[config.mk]
export PLATFORM = sky130hd
export DESIGN_NAME = http_request_head_parser
export DESIGN_NICKNAME = d
export VERILOG_FILES = /design/src/design/hrhp_pkg.sv /design/src/design/http_request_head_parser.sv
export VERILOG_INCLUDE_DIRS = /design/src /design/src/design
export SDC_FILE = /design/constraint.sdc
export NUM_CORES = 1
export LEC_CHECK = 0
export BUFFER_PORTS_ARGS = -buffer_cell sky130_fd_sc_hd__buf_2
export CORE_MARGIN = 10
export CORE_UTILIZATION = 40
export DETAILED_ROUTE_END_ITERATION = 8
export PLACE_DENSITY = 0.64
export SLEW_MARGIN = 20
export SYNTH_ARGS = -nofsm -noshare
export SYNTH_HDL_FRONTEND = slang
export SYNTH_SLANG_ARGS = --single-unit
[constraint.sdc]
create_clock -name clk -period 10.15 [get_ports clk]
set_input_delay 1.5225 -clock clk [delete_from_list [all_inputs] [get_ports clk]]
set_output_delay 1.5225 -clock clk [all_outputs]
set_load 0.02 [all_outputs]
[src/design/http_request_head_parser_defines.svh]
// Assertion macros for the HTTP request head parser.
// Used by the top level only; expects a clock named clk and a reset named rst.
`ifndef HTTP_REQUEST_HEAD_PARSER_DEFINES_SVH
`define HTTP_REQUEST_HEAD_PARSER_DEFINES_SVH

// same-cycle implication
`define HRHP_ASSERT_NOW(label, ante, cons, msg) \
  label: assert property (@(posedge clk) disable iff (rst) (ante) |-> (cons)) \
    else $error(msg);

// next-cycle implication
`define HRHP_ASSERT_NEXT(label, ante, cons, msg) \
  label: assert property (@(posedge clk) disable iff (rst) (ante) |=> (cons)) \
    else $error(msg);

`endif

[src/design/hrhp_pkg.sv]
// Package for the HTTP request head parser: status codes, character codes,
// keyword tables and small byte compare helpers. No dependencies.
package hrhp_pkg;

  localparam int URL_DEPTH_DEFAULT = 128;

  localparam logic [1:0] ST_BUSY = 2'd0;
  localparam logic [1:0] ST_DONE = 2'd1;
  localparam logic [1:0] ST_ERR  = 2'd2;

  localparam logic [7:0] CH_SP = 8'h20;
  localparam logic [7:0] CH_HT = 8'h09;
  localparam logic [7:0] CH_CR = 8'h0D;
  localparam logic [7:0] CH_LF = 8'h0A;
  localparam logic [7:0] CH_C  = 8'h63;
  localparam logic [7:0] CH_K  = 8'h6B;

  localparam logic [3:0] LEN_GET   = 4'd4;
  localparam logic [3:0] LEN_HEAD  = 4'd5;
  localparam logic [3:0] LEN_VER   = 4'd11;
  localparam logic [3:0] LEN_CONN  = 4'd11;
  localparam logic [3:0] LEN_CLOSE = 4'd5;
  localparam logic [3:0] LEN_KEEP  = 4'd10;

  function automatic logic [7:0] get_char(input logic [3:0] i);
    logic [7:0] c;
    unique case (i)
      4'd0: c = "G";
      4'd1: c = "E";
      4'd2: c = "T";
      4'd3: c = " ";
      default: c = 8'h00;
    endcase
    return c;
  endfunction

  function automatic logic [7:0] head_char(input logic [3:0] i);
    logic [7:0] c;
    unique case (i)
      4'd0: c = "H";
      4'd1: c = "E";
      4'd2: c = "A";
      4'd3: c = "D";
      4'd4: c = " ";
      default: c = 8'h00;
    endcase
    return c;
  endfunction

  function automatic logic [7:0] ver_char(input logic [3:0] i);
    logic [7:0] c;
    unique case (i)
      4'd0: c = " ";
      4'd1: c = "H";
      4'd2: c = "T";
      4'd3: c = "T";
      4'd4: c = "P";
      4'd5: c = "/";
      4'd6: c = "1";
      4'd7: c = ".";
      4'd8: c = "1";
      4'd9: c = CH_CR;
      4'd10: c = CH_LF;
      default: c = 8'h00;
    endcase
    return c;
  endfunction

  function automatic logic [7:0] conn_char(input logic [3:0] i);
    logic [7:0] c;
    unique case (i)
      4'd0: c = "c";
      4'd1: c = "o";
      4'd2: c = "n";
      4'd3: c = "n";
      4'd4: c = "e";
      4'd5: c = "c";
      4'd6: c = "t";
      4'd7: c = "i";
      4'd8: c = "o";
      4'd9: c = "n";
      4'd10: c = ":";
      default: c = 8'h00;
    endcase
    return c;
  endfunction

  function automatic logic [7:0] close_char(input logic [3:0] i);
    logic [7:0] c;
    unique case (i)
      4'd0: c = "c";
      4'd1: c = "l";
      4'd2: c = "o";
      4'd3: c = "s";
      4'd4: c = "e";
      default: c = 8'h00;
    endcase
    return c;
  endfunction

  function automatic logic [7:0] keep_char(input logic [3:0] i);
    logic [7:0] c;
    unique case (i)
      4'd0: c = "k";
      4'd1: c = "e";
      4'd2: c = "e";
      4'd3: c = "p";
      4'd4: c = "-";
      4'd5: c = "a";
      4'd6: c = "l";
      4'd7: c = "i";
      4'd8: c = "v";
      4'd9: c = "e";
      default: c = 8'h00;
    endcase
    return c;
  endfunction

  // upper case ASCII folds to lower case; nothing else folds
  function automatic logic ci_eq(input logic [7:0] c, input logic [7:0] s);
    return (c == s) || (c >= "A" && c <= "Z" && (c + 8'd32) == s);
  endfunction

  function automatic logic is_ws(input logic [7:0] b);
    return (b == CH_SP) || (b == CH_HT);
  endfunction

endpackage

[src/design/http_request_head_parser.sv]
// HTTP/1.1 request head parser, one request byte per word.
// Depends on hrhp_pkg and http_request_head_parser_defines.svh.
//
//  channel  | dir | payload (low bit first)
//  s_axis   | in  | tdata: data_byte[7:0]
//  m_axis   | out | tdata: status[1:0], method, url_length[6:0], url_char[7:0],
//           |     |        conn_close, zero pad; tuser: url_char_valid
//
// One result word per input word; one per cycle while m_axis_tready is high.
// Path: an input register, then the parse step into the result register.
// The input register accepts one more word while a result waits on m_axis_tready.
// Reset is synchronous; it empties both registers and returns the parser to
// method matching. A head that completes or fails restarts the parser.
`include "http_request_head_parser_defines.svh"

module http_request_head_parser
  import hrhp_pkg::*;
#(
  parameter int URL_DEPTH = URL_DEPTH_DEFAULT
) (
  input  logic        clk,
  input  logic        rst,
  input  logic        s_axis_tvalid,
  output logic        s_axis_tready,
  input  logic [7:0]  s_axis_tdata,   // data_byte[7:0]
  output logic        m_axis_tvalid,
  input  logic        m_axis_tready,
  output logic [23:0] m_axis_tdata,   // status[1:0], method, url_length[6:0],
                                      // url_char[7:0], conn_close, pad
  output logic [0:0]  m_axis_tuser    // url_char_valid
);

  localparam int CW = $clog2(URL_DEPTH);
  localparam logic [CW-1:0] URL_LAST = CW'(URL_DEPTH - 1);

  typedef enum logic [3:0] {
    PH_METHOD, PH_URL, PH_VERSION, PH_LINE, PH_NAME, PH_SKIP, PH_SKIP_LF,
    PH_SKIP_FOLD, PH_LWS1, PH_LWS1_LF, PH_LWS1_FOLD, PH_VALUE, PH_LWS2,
    PH_LWS2_LF, PH_LWS2_FOLD, PH_END_LF
  } phase_t;

  typedef struct packed {
    phase_t     ph;
    logic [3:0] pos;
  } step_t;

  function automatic step_t name_step(input logic [7:0] b, input logic [3:0] p);
    step_t r;
    if (p < LEN_CONN && ci_eq(b, conn_char(p))) begin
      if (p == LEN_CONN - 4'd1) begin
        r.ph  = PH_LWS1;
        r.pos = 4'd0;
      end else begin
        r.ph  = PH_NAME;
        r.pos = p + 4'd1;
      end
    end else begin
      r.pos = 4'd0;
      r.ph  = (b == CH_CR) ? PH_SKIP_LF : PH_SKIP;
    end
    return r;
  endfunction

  function automatic step_t line_start(input logic [7:0] b);
    step_t r;
    if (b == CH_CR) begin
      r.ph  = PH_END_LF;
      r.pos = 4'd0;
    end else begin
      r = name_step(b, 4'd0);
    end
    return r;
  endfunction

  logic          in_valid;
  logic [7:0]    in_byte;
  logic          advance;

  phase_t        phase, phase_next;
  logic [3:0]    match_pos, match_pos_next;
  logic [1:0]    mask, mask_next;
  logic [CW-1:0] url_count, url_count_next;
  logic          method_seen, method_seen_next;
  logic          close_seen, close_seen_next;
  logic [1:0]    status_next;
  logic [7:0]    echo_next;
  logic          echo_valid_next;

  logic [1:0]    out_status;
  logic          out_method;
  logic [6:0]    out_len;
  logic [7:0]    out_char;
  logic          out_char_valid;
  logic          out_close;

  assign advance       = in_valid && (!m_axis_tvalid || m_axis_tready);
  assign s_axis_tready = !in_valid || advance;

  always_comb begin
    logic [7:0] b;
    logic [3:0] p;
    logic [1:0] m;
    logic [3:0] vlen;
    logic [7:0] vch;
    step_t      st;
    b = in_byte;
    p = match_pos;
    m = mask;
    vlen = mask[0] ? LEN_CLOSE : LEN_KEEP;
    vch  = mask[0] ? close_char(p) : keep_char(p);
    st = line_start(b);
    phase_next       = phase;
    match_pos_next   = match_pos;
    mask_next        = mask;
    url_count_next   = url_count;
    method_seen_next = method_seen;
    close_seen_next  = close_seen;
    status_next      = ST_BUSY;
    echo_next        = 8'h00;
    echo_valid_next  = 1'b0;
    unique case (phase)
      PH_METHOD: begin
        if (m[0] && !(p < LEN_GET && b == get_char(p))) m[0] = 1'b0;
        if (m[1] && !(p < LEN_HEAD && b == head_char(p))) m[1] = 1'b0;
        mask_next = m;
        if (m == 2'b00) begin
          status_next = ST_ERR;
        end else if (m[0] && p == LEN_GET - 4'd1) begin
          method_seen_next = 1'b0;
          phase_next       = PH_URL;
          match_pos_next   = 4'd0;
        end else if (m[1] && p == LEN_HEAD - 4'd1) begin
          method_seen_next = 1'b1;
          phase_next       = PH_URL;
          match_pos_next   = 4'd0;
        end else begin
          match_pos_next = p + 4'd1;
        end
      end
      PH_URL: begin
        if (b == CH_SP) begin
          phase_next     = PH_VERSION;
          match_pos_next = 4'd1;
        end else if (url_count >= URL_LAST) begin
          status_next = ST_ERR;
        end else begin
          url_count_next  = url_count + CW'(1);
          echo_next       = b;
          echo_valid_next = 1'b1;
        end
      end
      PH_VERSION: begin
        if (p < LEN_VER && b == ver_char(p)) begin
          if (p == LEN_VER - 4'd1) begin
            phase_next     = PH_LINE;
            match_pos_next = 4'd0;
          end else begin
            match_pos_next = p + 4'd1;
          end
        end else begin
          status_next = ST_ERR;
        end
      end
      PH_LINE: begin
        phase_next     = st.ph;
        match_pos_next = st.pos;
      end
      PH_NAME: begin
        st             = name_step(b, p);
        phase_next     = st.ph;
        match_pos_next = st.pos;
      end
      PH_SKIP: begin
        if (b == CH_CR) phase_next = PH_SKIP_LF;
      end
      PH_SKIP_LF: begin
        if (b == CH_LF) phase_next = PH_SKIP_FOLD;
        else status_next = ST_ERR;
      end
      PH_SKIP_FOLD: begin
        if (is_ws(b)) begin
          phase_next = PH_SKIP;
        end else begin
          phase_next     = st.ph;
          match_pos_next = st.pos;
        end
      end
      PH_LWS1: begin
        priority if (is_ws(b)) begin
        end else if (b == CH_CR) begin
          phase_next = PH_LWS1_LF;
        end else if (ci_eq(b, CH_C)) begin
          mask_next      = 2'b01;
          match_pos_next = 4'd1;
          phase_next     = PH_VALUE;
        end else if (ci_eq(b, CH_K)) begin
          mask_next      = 2'b10;
          match_pos_next = 4'd1;
          phase_next     = PH_VALUE;
        end else begin
          status_next = ST_ERR;
        end
      end
      PH_LWS1_LF: begin
        if (b == CH_LF) phase_next = PH_LWS1_FOLD;
        else status_next = ST_ERR;
      end
      PH_LWS1_FOLD: begin
        if (is_ws(b)) phase_next = PH_LWS1;
        else status_next = ST_ERR;
      end
      PH_VALUE: begin
        if (p < vlen && ci_eq(b, vch)) begin
          match_pos_next = p + 4'd1;
          if (p + 4'd1 == vlen) phase_next = PH_LWS2;
        end else begin
          status_next = ST_ERR;
        end
      end
      PH_LWS2: begin
        if (b == CH_CR) phase_next = PH_LWS2_LF;
        else if (!is_ws(b)) status_next = ST_ERR;
      end
      PH_LWS2_LF: begin
        if (b == CH_LF) phase_next = PH_LWS2_FOLD;
        else status_next = ST_ERR;
      end
      PH_LWS2_FOLD: begin
        if (is_ws(b)) begin
          phase_next = PH_LWS2;
        end else begin
          close_seen_next = mask[0];
          phase_next      = st.ph;
          match_pos_next  = st.pos;
        end
      end
      PH_END_LF: begin
        status_next = (b == CH_LF) ? ST_DONE : ST_ERR;
      end
    endcase
  end

  always_ff @(posedge clk) begin
    if (rst) begin
      in_valid      <= 1'b0;
      m_axis_tvalid <= 1'b0;
      phase         <= PH_METHOD;
      match_pos     <= 4'd0;
      mask          <= 2'b11;
      url_count     <= '0;
      method_seen   <= 1'b0;
      close_seen    <= 1'b0;
    end else begin
      if (s_axis_tvalid && s_axis_tready) in_valid <= 1'b1;
      else if (advance) in_valid <= 1'b0;
      if (advance) m_axis_tvalid <= 1'b1;
      else if (m_axis_tready) m_axis_tvalid <= 1'b0;
      if (advance) begin
        if (status_next != ST_BUSY) begin
          phase       <= PH_METHOD;
          match_pos   <= 4'd0;
          mask        <= 2'b11;
          url_count   <= '0;
          method_seen <= 1'b0;
          close_seen  <= 1'b0;
        end else begin
          phase       <= phase_next;
          match_pos   <= match_pos_next;
          mask        <= mask_next;
          url_count   <= url_count_next;
          method_seen <= method_seen_next;
          close_seen  <= close_seen_next;
        end
      end
    end
  end

  always_ff @(posedge clk) begin
    if (s_axis_tvalid && s_axis_tready) in_byte <= s_axis_tdata;
    if (advance) begin
      out_status     <= status_next;
      out_method     <= method_seen_next;
      out_len        <= 7'(url_count_next);
      out_char       <= echo_next;
      out_char_valid <= echo_valid_next;
      out_close      <= close_seen_next;
    end
  end

  assign m_axis_tdata = {5'd0, out_close, out_char, out_len, out_method, out_status};
  assign m_axis_tuser = out_char_valid;

  `HRHP_ASSERT_NOW(a_echo_busy, m_axis_tvalid && m_axis_tuser[0], m_axis_tdata[1:0] == ST_BUSY, "URL byte echoed on a finishing word")
  `HRHP_ASSERT_NOW(a_status_code, m_axis_tvalid, m_axis_tdata[1:0] != 2'd3, "undefined status code")
  `HRHP_ASSERT_NEXT(a_restart, advance && status_next != ST_BUSY, phase == PH_METHOD && url_count == '0 && mask == 2'b11, "parser did not restart")
  `HRHP_ASSERT_NEXT(a_in_hold, in_valid && !advance, in_valid && $stable(in_byte), "input word lost while stalled")

endmodule

-- Word-level counts from Yosys, hierarchy flattened
Memories as Yosys holds them, arrays and structs flattened. A register that Yosys moved wholly into a read port is not among the register bits.
Cells that the tools add are included.
- flip-flop bits (word level): 49
- latch bits: 0
- RAM bits: 0
- memory bits (read-only): 336
- bits of input ports: 12
- output and inout port bits: 27
- logic and storage cells: 228
- memories kept: 3
- memory list (memory ; words ; width ; read ports ; clocked after Yosys merged registers in ; write ports ; RTL line ; RTL):
    (no name shown) ; 16 ; 7 ; 1 ; 1 ; 0 ; hrhp_pkg.sv:103 ; unique case (i)
    (no name shown) ; 16 ; 7 ; 1 ; 1 ; 0 ; hrhp_pkg.sv:52 ; unique case (i)
    (no name shown) ; 16 ; 7 ; 1 ; 1 ; 0 ; hrhp_pkg.sv:71 ; unique case (i)
- $add $sub $neg: 3
- $mul: 0
- div/mod/pow operators: 0
- $lt $le $gt $ge: 7
- eq/ne operators: 56
- shift operators: 0
- mux-type cells: 98
- bitwise logic cells: 1
- reductions and logical operators: 45
- operators by type and width (operator ; number):
    $mux W4 ; 41
    $eq A8 B8 Y1 ; 9
    $mux W8 ; 9
    $pmux W7 S5 ; 2
    $pmux W4 S15 ; 1
    $ne A3 B3 Y1 const B ; 14
    $mux W2 ; 19
    $eq A4 B4 Y1 const B ; 9
    $eq A8 B7 Y1 const B ; 4
    $pmux W4 S8 ; 1
    $mux W7 ; 4
    $pmux W7 S4 ; 1
    $eq A8 B4 Y1 const B ; 3
    $eq A4 B3 Y1 const B ; 5
    $pmux W2 S9 ; 1
    $logic_and A1 B1 Y1 ; 17
    $mux W1 ; 17
    $reduce_and A17 Y1 ; 1
    $eq A4 B2 Y1 const B ; 4
    $reduce_bool A16 Y1 ; 1
    $reduce_and A10 Y1 ; 1
    $reduce_bool A9 Y1 ; 1
    $add A8 B6 Y8 const B ; 1
    $eq A4 B1 Y1 const B ; 2
    25 further kinds ; 42

-- Longest topological paths before layout
- depth after elaboration: 17
- mapped depth: 16

-- Worst setup path after synthesis
OpenSTA, ideal clock, no wires.
- path kind: input-to-reg
- start point: input port m_axis_tready
- end point: register (tool-made name)
- arrival time: 3.924 ns
- required time: 10.031 ns
- setup slack: 6.108 ns
- stages: 10
- buffers on the path: 1
- cell sequence: nor2b_1 > nand2b_1 > inv_1 > clkbuf_1 > o32ai_2 > a22oi_1 > inv_2 > ha_1 > mux2i_1 > o2bb2ai_1
- RTL lines (what ; RTL line ; RTL):
    from (decl) ; http_request_head_parser.sv:27 ; input logic m_axis_tready,

==> implementation parameters <==
Parameter                              Value

Detailed routing
  Routed via count    a little over 4000
  Drt initial violations    between 400 and 500
  Average detailed-routed wire length per instance    roughly 18 um
  Remaining routing DRC violations    0
  Aggregate routed wire length    12000 um
  Final antenna-violating net count    0
  Average vias per placed instance    around 5.9
  Length of the first detailed-routing pass in iterations    5

GRT
  GRT Total Usage    0.145
  Remaining global-route overflow    0
  Maximum number of pins on one net before global-route repair    31
  Global-route wire length before repair    a little under 20000 um
  Antenna violations before repair    0
  Vias in the first global route    around 3900

Pwr
  PnR Total Power    0.706 mW
  Leakage power summed over all cells    between 1.5 and 2 nW
  Max rail drop VDD    ~0.000094 V
  Pwr Density    about 140 nW/um^2

Worst setup path
  Endpoint type of the worst setup path    flop
  Category of the most critical setup path    input pin to flop
  Register-to-register setup slack    around 5200 ps
  Beginning of the critical path    m_axis_tready
  Category of cells accounting for the largest share of critical-path delay    simple AND/OR/NAND/NOR gates
  CP Cell Sequence    buf_2 > nor2b_1 > nand2b_1 > inv_1 > o21ai_0 > a31oi_1 > inv_1 > or4_4 > o21ai_2 > or3b_4 > o21ai_2
  Master of the slowest instance on the critical path    inv_1
  Buffers plus inverters on the worst setup path    3
  Delay of the slowest critical-path stage    about 920 ps
  Critical Path Fanout Max    30
  R2r worst-path depth    11
  Reg-to-reg startpoint    match_pos[1]
  Worst path required time    roughly 10000 ps
  Endpoint arrival time on the critical path    5610 ps
  Category of the worst setup path launch point    input pin
  Logic depth of the worst path, buffers included    11

Flow run
  Number of maximum-capacitance constraint violations    0

Clock tree
  Deepest clock path buffer count    2
  H-tree depth reported by CTS    3
  Clk pin slew, worst setup/hold paths    around 60 ps
  Clock tree root driver cell    clkbuf_16
  Clock latency reported for the late side of the worst-skew pair    roughly 330 ps
  Setup Buffers After CTS    0
  Sinks on the clock net    69
  Cts bufs inserted    9
  Post-CTS Hold Fix Bufs    0
  Clock tree from TritonCTS    yes
  Post-cts gate resize count    0

Timing
  Maximum clock frequency    between 0.15 and 0.2 GHz
  Total negative slack    0 ps
  Final hold violations    0
  Setup repair after global routing missed its margin    no
  Final setup violation count    0
  Crit share post-route    0.527
  Setup clock skew after layout    9.35 ps
  Final number of max-transition violations    0
  Relative slew slack    0.282
  Worst-margin pin slew    around 1100 ps
  Min Clock Period, post-route    ~5300 ps

Logic synthesis
  Synthesized area per cell    slightly below 9 sq um
  Share of synthesized registers carrying an async set or reset    0
  Flip-flop and latch count after synthesis    69
  Number of enable flip-flop cells after synthesis    28
  Mapped Cells    528
  Number of distinct library cells after synthesis    roughly 80
  Sequential share of the synthesized area    0.358
  Largest cells by area after synthesis    edfxtp_1 18%, dfxtp_1 18%, a21oi_1 4.3%
  Yosys warning total    0
  Top_reg_cell synth    dfxtp_1
  Biggest area consumer among synthesized cells    edfxtp_1
  Proportion of netlist area held by the largest area contributor    0.181
  Area of the mapped netlist    ~4600 sq um

Final layout
  Nets    about 560
  Fraction of final layout cells with drive strength greater than 1    0.143
  Area grow syn2layout    10.0%
  Fillers    1100
  Number of diodes    0

Place
  Final HPWL DP    roughly 8600 um
  Routability congestion estimate from global placement    slightly above 0.9
  Input/output buffers    33

Die
  Effective utilization at floorplan    0.408
  Die span in x    between 100 and 150 um
  Floorplan row count    39
  I/O Pins    39
  Die Outline Area    ~16000 sq um
  Die extent in y    128 um
  Core box area    about 11000 sq um

Outcome
  Result of the run    completed

Hold path
  Worst min-delay path class    flop to flop
## cells in the final DEF (no fill, tap or decap), drive strengths merged, types with 8 or more instances in the layout
cell / instances
or3: 8
nor2b: 10
a31oi: 14
nor2: 44
buf: 34
ha: 16
nand2: 30
nor3: 11
clkbuf: 11
a21oi: 41
nand3: 15
xnor2: 21
mux2i: 12
and2: 9
inv: 26
xor2: 10
o21ai: 29
edfxtp: 28
dfxtp: 41
## metal layers
layer / global-route usage / wire length, um / vias up
li1: - / - / 1942
met1: 0.193 / 5510 / 1888
met2: 0.225 / 5400 / 179
met3: 0.0368 / 913 / 19
met4: 0.0411 / 205 / 0
met5: 0 / 0 / -
## how the worst min path moves through the flow
stage	start	endpoint	slack, ps	depth (start not counted)
floorplan	close_seen	close_seen	430	2
global placement	close_seen	close_seen	440	2
detailed placement	close_seen	close_seen	440	2
CTS	close_seen	close_seen	460	2
global route	close_seen	close_seen	480	2
finish	close_seen	close_seen	460	2
## report_power, final
part	internal (mW)	switching, mW
Sequential	0.297	0.0133
Clock	0.216	0.116
Combinational	0.0246	0.0395
## synth_stat cells (all sizes together), types with 5 or more instances
cell	count
nor2b	10
a32oi	5
inv	26
nand2b	7
nor3	11
buf	24
nor2	44
a21oi	41
ha	16
a31oi	14
edfxtp	28
nor4	6
or4	7
clkbuf	18
and2	9
o21ai	29
nand3	15
o211ai	5
o22ai	5
nand2	30
mux2i	12
dfxtp	41
or3	8
nand4	5
or2	5
xnor2	21
xor2	10
and3	6
## logic make-up after synthesis
family,synth area share
XOR/XNOR,0.0586
buffers and inverters,0.0683
AO/OA/AOI/OAI,0.218
multiplexers,0.0308
flip-flops,0.358
other,0.000809
AND/OR/NAND/NOR,0.222
adder cells (fa/ha/maj),0.0432
## stage by stage
stage	utilization	hold WS (ps)	instance area, sq um	cells	setup slack (ps)
final	0.449	464	5100	683	4800
after global routing	0.449	485	5100	683	4480
after CTS	0.449	464	5100	683	4860
after detailed placement	0.421	444	4780	667	4500
after global placement	0.421	440	4780	667	4640
after floorplan	-	429	4650	532	6110
## worst reg2reg max path, stage by stage (launching register included)
cell and delay (ps):
dfxtp_1 500, ha_1 550, or3b_2 570, a21oi_1 200, xor2_1 80, a2111oi_0 340
a21oi_1 210, or3_4 440, or4_4 590, o21ai_2 800, or3b_4 510, o21ai_2 70
## area by class of cell
type / instances / area (sq um) / share of cell area
multi-input cells: 395 / 2670 / 0.524
flip-flops and latches: 69 / 1660 / 0.326
clock buffers: 11 / 233 / 0.0456
well taps: 143 / 179 / 0.0351
repair buffers: 34 / 173 / 0.0338
inverters: 26 / 97.6 / 0.0191
clock inverters: 5 / 85.1 / 0.0167
(Power assumes the default switching activity.)
